===== src/bcbp_pkg.sv =====
// Types and constants shared by the bit stream packer modules.
package bcbp_pkg;

    localparam int BYTE_BITS = 8;
    localparam int PEND_BITS = 7;
    localparam int CNT_W     = 4;
    localparam int TOT_OUT_W = 32;
    localparam int Q_DEPTH   = 4;
    localparam int Q_AW      = 2;
    localparam int Q_CW      = 3;

    localparam logic [PEND_BITS-1:0] PEND_MASK = 7'h7f;
    localparam logic [CNT_W-1:0]     FULL_CNT  = 4'd8;

    typedef struct packed {
        logic [7:0]       data_byte;
        logic [CNT_W-1:0] valid_bits;
        logic             final_item;
    } t_in;

    typedef struct packed {
        logic [7:0]           out_byte;
        logic [CNT_W-1:0]     out_valid_bits;
        logic                 is_last;
        logic [TOT_OUT_W-1:0] total_bits;
    } t_result;

    // Zero, one or two results written into the queue in one cycle.
    typedef struct packed {
        logic    has_a;
        logic    has_b;
        t_result res_a;
        t_result res_b;
    } t_push;

endpackage


===== src/bcbp_front.sv =====
// Front end: merges an accepted byte with the pending bits and forms its results.
module bcbp_front import bcbp_pkg::*; #(
    parameter int TOTAL_WIDTH = 32
) (
    input  logic  i_clk,
    input  logic  i_rst_n,
    input  logic  i_accept,
    input  t_in   i_item,
    output t_push o_push
);

    localparam int TW1 = TOTAL_WIDTH + 1;

    logic [PEND_BITS-1:0]   r_pend, n_pend;
    logic [2:0]             r_cnt, n_cnt;
    logic [TOTAL_WIDTH-1:0] r_total, n_total;

    logic [CNT_W-1:0]       nbits;
    logic [8:0]             mask9;
    logic [7:0]             data_m;
    logic [14:0]            merged;
    logic [CNT_W-1:0]       sum;
    logic [TOTAL_WIDTH:0]   tsum;
    logic [TOTAL_WIDTH-1:0] new_total;
    logic [63:0]            total_wide;
    logic [TOT_OUT_W-1:0]   total_out;
    logic                   full_byte;
    logic [PEND_BITS-1:0]   rem_bits;
    logic [2:0]             rem_cnt;
    logic                   flush;
    t_result                flush_res;

    always_comb begin
        // Counts above eight act as eight.
        nbits      = i_item.valid_bits[3] ? FULL_CNT : i_item.valid_bits;
        mask9      = (9'd1 << nbits) - 9'd1;
        data_m     = i_item.data_byte & mask9[7:0];
        merged     = {8'b0, r_pend} | (15'(data_m) << r_cnt);
        sum        = {1'b0, r_cnt} + nbits;
        tsum       = {1'b0, r_total} + TW1'(nbits);
        new_total  = tsum[TOTAL_WIDTH] ? '1 : tsum[TOTAL_WIDTH-1:0];
        total_wide = 64'(new_total);
        total_out  = total_wide[TOT_OUT_W-1:0];
        full_byte  = sum >= FULL_CNT;

        if (full_byte) begin
            rem_bits = merged[14:8];
            rem_cnt  = sum[2:0];
        end else begin
            rem_bits = merged[6:0] & PEND_MASK;
            rem_cnt  = sum[2:0];
        end

        // Flush a partial byte, or an empty marker when nothing was emitted.
        flush = i_item.final_item && ((rem_cnt != 3'd0) || !full_byte);
        flush_res.out_byte       = {1'b0, rem_bits};
        flush_res.out_valid_bits = {1'b0, rem_cnt};
        flush_res.is_last        = 1'b1;
        flush_res.total_bits     = total_out;

        o_push = '0;
        if (full_byte) begin
            o_push.has_a                = i_accept;
            o_push.res_a.out_byte       = merged[7:0];
            o_push.res_a.out_valid_bits = FULL_CNT;
            o_push.res_a.is_last        = i_item.final_item && !flush;
            o_push.res_a.total_bits     = (i_item.final_item && !flush) ? total_out : '0;
            o_push.has_b                = i_accept && flush;
            o_push.res_b                = flush_res;
        end else begin
            o_push.has_a = i_accept && flush;
            o_push.res_a = flush_res;
        end

        n_pend  = r_pend;
        n_cnt   = r_cnt;
        n_total = r_total;
        if (i_accept) begin
            if (i_item.final_item) begin
                n_pend  = '0;
                n_cnt   = '0;
                n_total = '0;
            end else begin
                n_pend  = rem_bits;
                n_cnt   = rem_cnt;
                n_total = new_total;
            end
        end
    end

    always_ff @(posedge i_clk) begin
        if (!i_rst_n) begin
            r_pend  <= '0;
            r_cnt   <= '0;
            r_total <= '0;
        end else begin
            r_pend  <= n_pend;
            r_cnt   <= n_cnt;
            r_total <= n_total;
        end
    end

endmodule


===== src/bcbp_queue.sv =====
// Back end: result queue with two write slots and one read port.
module bcbp_queue import bcbp_pkg::*; (
    input  logic    i_clk,
    input  logic    i_rst_n,
    input  t_push   i_push,
    input  logic    i_pop,
    output logic    o_full,
    output logic    o_empty,
    output t_result o_head
);

    t_result         r_mem [Q_DEPTH];
    logic [Q_AW-1:0] r_wr, n_wr;
    logic [Q_AW-1:0] r_rd, n_rd;
    logic [Q_CW-1:0] r_count, n_count;
    logic            do_pop;
    logic [Q_AW-1:0] wr_b;

    always_comb begin
        o_empty = r_count == '0;
        // Hold off the front unless two slots are free.
        o_full  = r_count > Q_CW'(Q_DEPTH - 2);
        o_head  = r_mem[r_rd];
        do_pop  = i_pop && !o_empty;
        wr_b    = r_wr + Q_AW'(1);
        n_wr    = r_wr + Q_AW'(i_push.has_a) + Q_AW'(i_push.has_b);
        n_rd    = r_rd + Q_AW'(do_pop);
        n_count = r_count + Q_CW'(i_push.has_a) + Q_CW'(i_push.has_b) - Q_CW'(do_pop);
    end

    always_ff @(posedge i_clk) begin
        if (i_push.has_a) begin
            r_mem[r_wr] <= i_push.res_a;
        end
        if (i_push.has_b) begin
            r_mem[wr_b] <= i_push.res_b;
        end
    end

    always_ff @(posedge i_clk) begin
        if (!i_rst_n) begin
            r_wr    <= '0;
            r_rd    <= '0;
            r_count <= '0;
        end else begin
            r_wr    <= n_wr;
            r_rd    <= n_rd;
            r_count <= n_count;
        end
    end

endmodule


===== src/bitmap_concat_bit_packer_core.sv =====
// Top level of the LSB-first bit stream packer.
//
//   channel   | handshake         | word
//   ----------+-------------------+---------------------------------------------
//   input     | push / full       | i_item: data_byte, valid_bits, final_item
//   result    | empty / pop       | o_result: out_byte, out_valid_bits,
//             |                   |           is_last, total_bits
//
// One input word is taken each cycle while full is low; its zero to two results
// go into a four-entry queue and leave one per cycle while pop is high.
// full rises when fewer than two queue slots are free, so the input rate
// is set by the single result read port.
// Reset clears the pending bits, the running total and the queue.
// A stalled pop backs up the queue and then stalls push; nothing is dropped.
module bitmap_concat_bit_packer_core import bcbp_pkg::*; #(
    parameter int TOTAL_WIDTH = 32
) (
    input  logic    i_clk,
    input  logic    i_rst_n,
    input  logic    push,
    output logic    full,
    input  t_in     i_item,
    output logic    empty,
    input  logic    pop,
    output t_result o_result
);

    logic  accept;
    t_push push_req;

    assign accept = push && !full;

    bcbp_front #(
        .TOTAL_WIDTH (TOTAL_WIDTH)
    ) u_front (
        .i_clk    (i_clk),
        .i_rst_n  (i_rst_n),
        .i_accept (accept),
        .i_item   (i_item),
        .o_push   (push_req)
    );

    bcbp_queue u_queue (
        .i_clk   (i_clk),
        .i_rst_n (i_rst_n),
        .i_push  (push_req),
        .i_pop   (pop),
        .o_full  (full),
        .o_empty (empty),
        .o_head  (o_result)
    );

endmodule


===== config.mk =====
export PLATFORM = sky130hd
export DESIGN_NAME = bitmap_concat_bit_packer_core
export DESIGN_NICKNAME = d
export VERILOG_FILES = /design/src/bcbp_pkg.sv /design/src/bcbp_front.sv /design/src/bcbp_queue.sv /design/src/bitmap_concat_bit_packer_core.sv
export SDC_FILE = /design/constraint.sdc
export NUM_CORES = 1
export LEC_CHECK = 0
export BUFFER_PORTS_ARGS = -buffer_cell sky130_fd_sc_hd__buf_2
export CAP_MARGIN = 15
export CORE_ASPECT_RATIO = 1.4
export CORE_MARGIN = 2
export CORE_UTILIZATION = 55
export DETAILED_ROUTE_END_ITERATION = 10
export MAX_ROUTING_LAYER = met4
export PLACE_DENSITY = 0.78
export SLEW_MARGIN = 10
export SYNTH_ARGS = -nofsm -noshare
export SYNTH_HDL_FRONTEND = slang
export SYNTH_SLANG_ARGS = --single-unit

===== constraint.sdc =====
create_clock -name i_clk -period 3.9 [get_ports i_clk]
set_clock_uncertainty 0.2 [all_clocks]
set_input_delay 0.975 -clock i_clk [delete_from_list [all_inputs] [get_ports i_clk]]
set_output_delay 0.975 -clock i_clk [all_outputs]
set_load 0.1 [all_outputs]

==> flow_metrics.tcl <==
set metrics [dict create \
    status "complete, no violations" \
    clk-insertion-delay-late_ns 0.49 \
    p_switching_uw 3770 \
    min_period_ns 3.44 \
    sw_frac_of_total 0.436 \
    cp-end-kind "output port" \
    clock_path_buffers 3 \
    tritoncts "done" \
    wire_per_inst_um 21.2 \
    num_vias 8707 \
    synthDistinctLibCells 82 \
    htreeDepth 1 \
    worstPathRequired_ns 2.72 \
    ios 64 \
    worst_setup_path_start_kind "register" \
    grt_start_max_net_pins 34 \
    fp.dieW_um 127 \
    fmax_ghz 0.291 \
    slew_violations 0 \
    hold_buffers 0 \
    p_int_uw 4880 \
    rsz0062_at_grt "false" \
    final_cell_mix "172 x edfxtp_1, 162 x nor2_1, 71 x nand2_1, 63 x buf_2, 56 x buf_4" \
    clkSinkCount 229 \
    crit_chain "buf_4, mux4_2, buf_2" \
    grt_pass1_wl_um 45600 \
    arrival_ns 2.27 \
    seq_area_frac_synth 0.544 \
    cts_inserted_buffers 21 \
    ant_nets 0 \
    hpwl_um 19600 \
    clockRootBuffer "clkbuf_16" \
    place.gp.congestion 0.922 \
    die_y_um 176 \
    critical_path_peak_fanout 12 \
    path_class "register to output port" \
    first_pass_iters 5 \
    syn_area_um2 11600 \
    tightestPinTransition_ns 0.937 \
    period_share 0.882 \
    drc 0 \
    routed_wl_um 28900 \
    yosysWarnings 0 \
    finalNonFillerCells 1365 \
    clk_pin_slew_ns 0.07 \
    finalSetupViolations 0 \
    cap_violations 0 \
    grt_pass1_vias 8704 \
    synth-edff-count 172 \
    mostFrequentLayoutCell "edfxtp_1" \
    port_buffers 63 \
    diodes 0 \
    dp_cells 1330 \
    routed_via_density 6.38 \
    setup_tns_ns 0 \
    worstPathBufferInverterCount 2 \
    area_delta_synth_final_pct 14.4 \
    ys_ff_latch 229 \
    power.density_nw_per_um2 652 \
    start_util 0.562 \
    drt_iter0_drc 824 \
    grt_overflow 0 \
    async_reset_ff_frac 0 \
    fp.dieArea_um2 22300 \
    leakage_uw 0.00442 \
    fp-row-count 62 \
    grt_usage 0.268 \
    syn-num-nets 1036 \
    cp_slowest_cell "mux4_2" \
    seqPwrFrac 0.356 \
    min_path_type "register to register" \
    path_delay_family "buffers and inverters" \
    ir_drop_uv 873 \
    nFillCells 1622 \
    combPwrFrac 0.421 \
    drive_gt1_frac 0.225 \
    max_slew_margin 0.375 \
    ys.flop_type "edfxtp_1" \
    clkPwrFrac 0.223 \
    slowest_delay_ns 0.58 \
    final_util 0.643 \
    cts_resized 0 \
    coreArea_um2 20600 \
    cts_setup_buffers 0 \
    antenna_found_initial 0 \
    final_nets 1124 \
    finalHoldViolations 0 \
    synth.avg_cell_area_um2 11.5 \
    netlist_instances 1009 \
]
-- cells by family (layout without fill, tap and decap cells) --
kind of cell,Yosys count,count (layout),share of synthesized area
simple gates,349,349,0.140
compound gates,246,246,0.151
fa+ha+maj,10,10,0.0127
buf+inv,92,192,0.0341
xor+xnor,14,14,0.0106
mux,69,69,0.108
flops,229,229,0.544
-- area by class of cell --
type,instances,area (µm²),share of cell area
flip-flops and latches,229,6310,0.476
multi-input cells,688,4910,0.370
repair buffers,132,996,0.0751
clock buffers,23,543,0.0409
well taps,256,320,0.0241
inverters,25,93.8,0.00707
clock inverters,12,86.3,0.00651
-- synth_stat cells (4+ instances only) --
master / number / area share
a211oi_1: 8 / 0.0052
a21o_1: 6 / 0.0039
a21oi_1: 46 / 0.020
a22o_1: 6 / 0.0045
a22oi_1: 5 / 0.0032
a31oi_1: 6 / 0.0032
a32o_1: 8 / 0.0069
and2_1: 14 / 0.0076
and3_1: 5 / 0.0027
buf_1: 4 / 0.0013
buf_2: 31 / 0.013
clkbuf_1: 30 / 0.0097
dfxtp_1: 57 / 0.098
edfxtp_1: 172 / 0.45
ha_1: 7 / 0.0076
inv_1: 23 / 0.0074
mux2i_1: 22 / 0.019
mux4_2: 45 / 0.087
nand2_1: 75 / 0.024
nand3_1: 16 / 0.0069
nand4_1: 11 / 0.0059
nor2_1: 162 / 0.052
nor2b_1: 13 / 0.0070
nor3_1: 24 / 0.010
o211ai_1: 10 / 0.0065
o21a_1: 16 / 0.010
o21ai_0: 45 / 0.019
o21ai_1: 6 / 0.0026
o22ai_1: 29 / 0.016
o2bb2ai_1: 6 / 0.0045
o31ai_1: 5 / 0.0032
or3_1: 5 / 0.0027
xnor2_1: 11 / 0.0083
-- power by group through the flow --
stage / Sequential, µW / Combinational [µW] / Clock [µW]
final: 3080 / 3650 / 1930
after global routing: 3110 / 3800 / 2040
after CTS: 3080 / 3670 / 1950
after detailed placement: 3130 / 3650 / 0
after global placement: 3110 / 3630 / 0
after floorplan: 3060 / 2940 / 0
-- per-layer routing --
| metal | vias to the layer above | track usage | part of all wire |
|---|---|---|---|
| met3 | 88 | 0.0262 | 0.052 |
| met5 | - | - | 0 |
| met4 | 0 | 0.0952 | 0.032 |
| met1 | 4252 | 0.308 | 0.37 |
| li1 | 4008 | - | - |
| met2 | 359 | 0.488 | 0.54 |
-- final timing paths --
kind / from / to / slack (ns) / cells after the start
worst max-delay path: u_queue.r_rd[0]$_SDFF_PN0_ / o_result[39] / 0.46 / 3
worst min-delay path: u_front.r_pend[1]$_SDFFE_PN0P_ / u_front.r_pend[1]$_SDFFE_PN0P_ / 0.29 / 2
worst max register to register: u_front.r_cnt[1]$_SDFFE_PN0P_ / u_queue.r_mem[3][11]$_DFFE_PP_ / 0.76 / 10
worst min register to register: u_front.r_pend[1]$_SDFFE_PN0P_ / u_front.r_pend[1]$_SDFFE_PN0P_ / 0.29 / 2
-- state kept, by name (all words and copies together), names as in the netlist --
| signal | flops |
|---|---|
| u_front.r_total | 32 |
| u_front.r_pend | 7 |
| u_queue.r_wr | 2 |
| u_queue.r_rd | 2 |
| u_front.r_cnt | 3 |
| u_queue.r_count | 3 |
| u_queue.r_mem | 180 |
-- worst register-to-register path, cell delays in order (launching register included) --
cell	delay, ns
dfxtp_1	0.33
clkinv_1	0.26
xnor2_1	0.23
ha_1	0.22
a211o_1	0.25
o221ai_2	0.11
xnor2_1	0.19
o211ai_1	0.49
o21a_1	0.25
buf_12	0.21
a21oi_1	0.11
-- metrics by stage --
stage	setup slack, ns	total power, µW	hold WS, ns	instance area (µm²)
after CTS	0.412	8690	0.283	13300
after floorplan	0.111	6000	0.229	11600
final	0.459	8650	0.288	13300
after global placement	0.218	6740	0.253	12600
after detailed placement	0.115	6780	0.264	12600
after global routing	0.383	8940	0.308	13300
No activity file was read; power rests on OpenSTA's default activity.
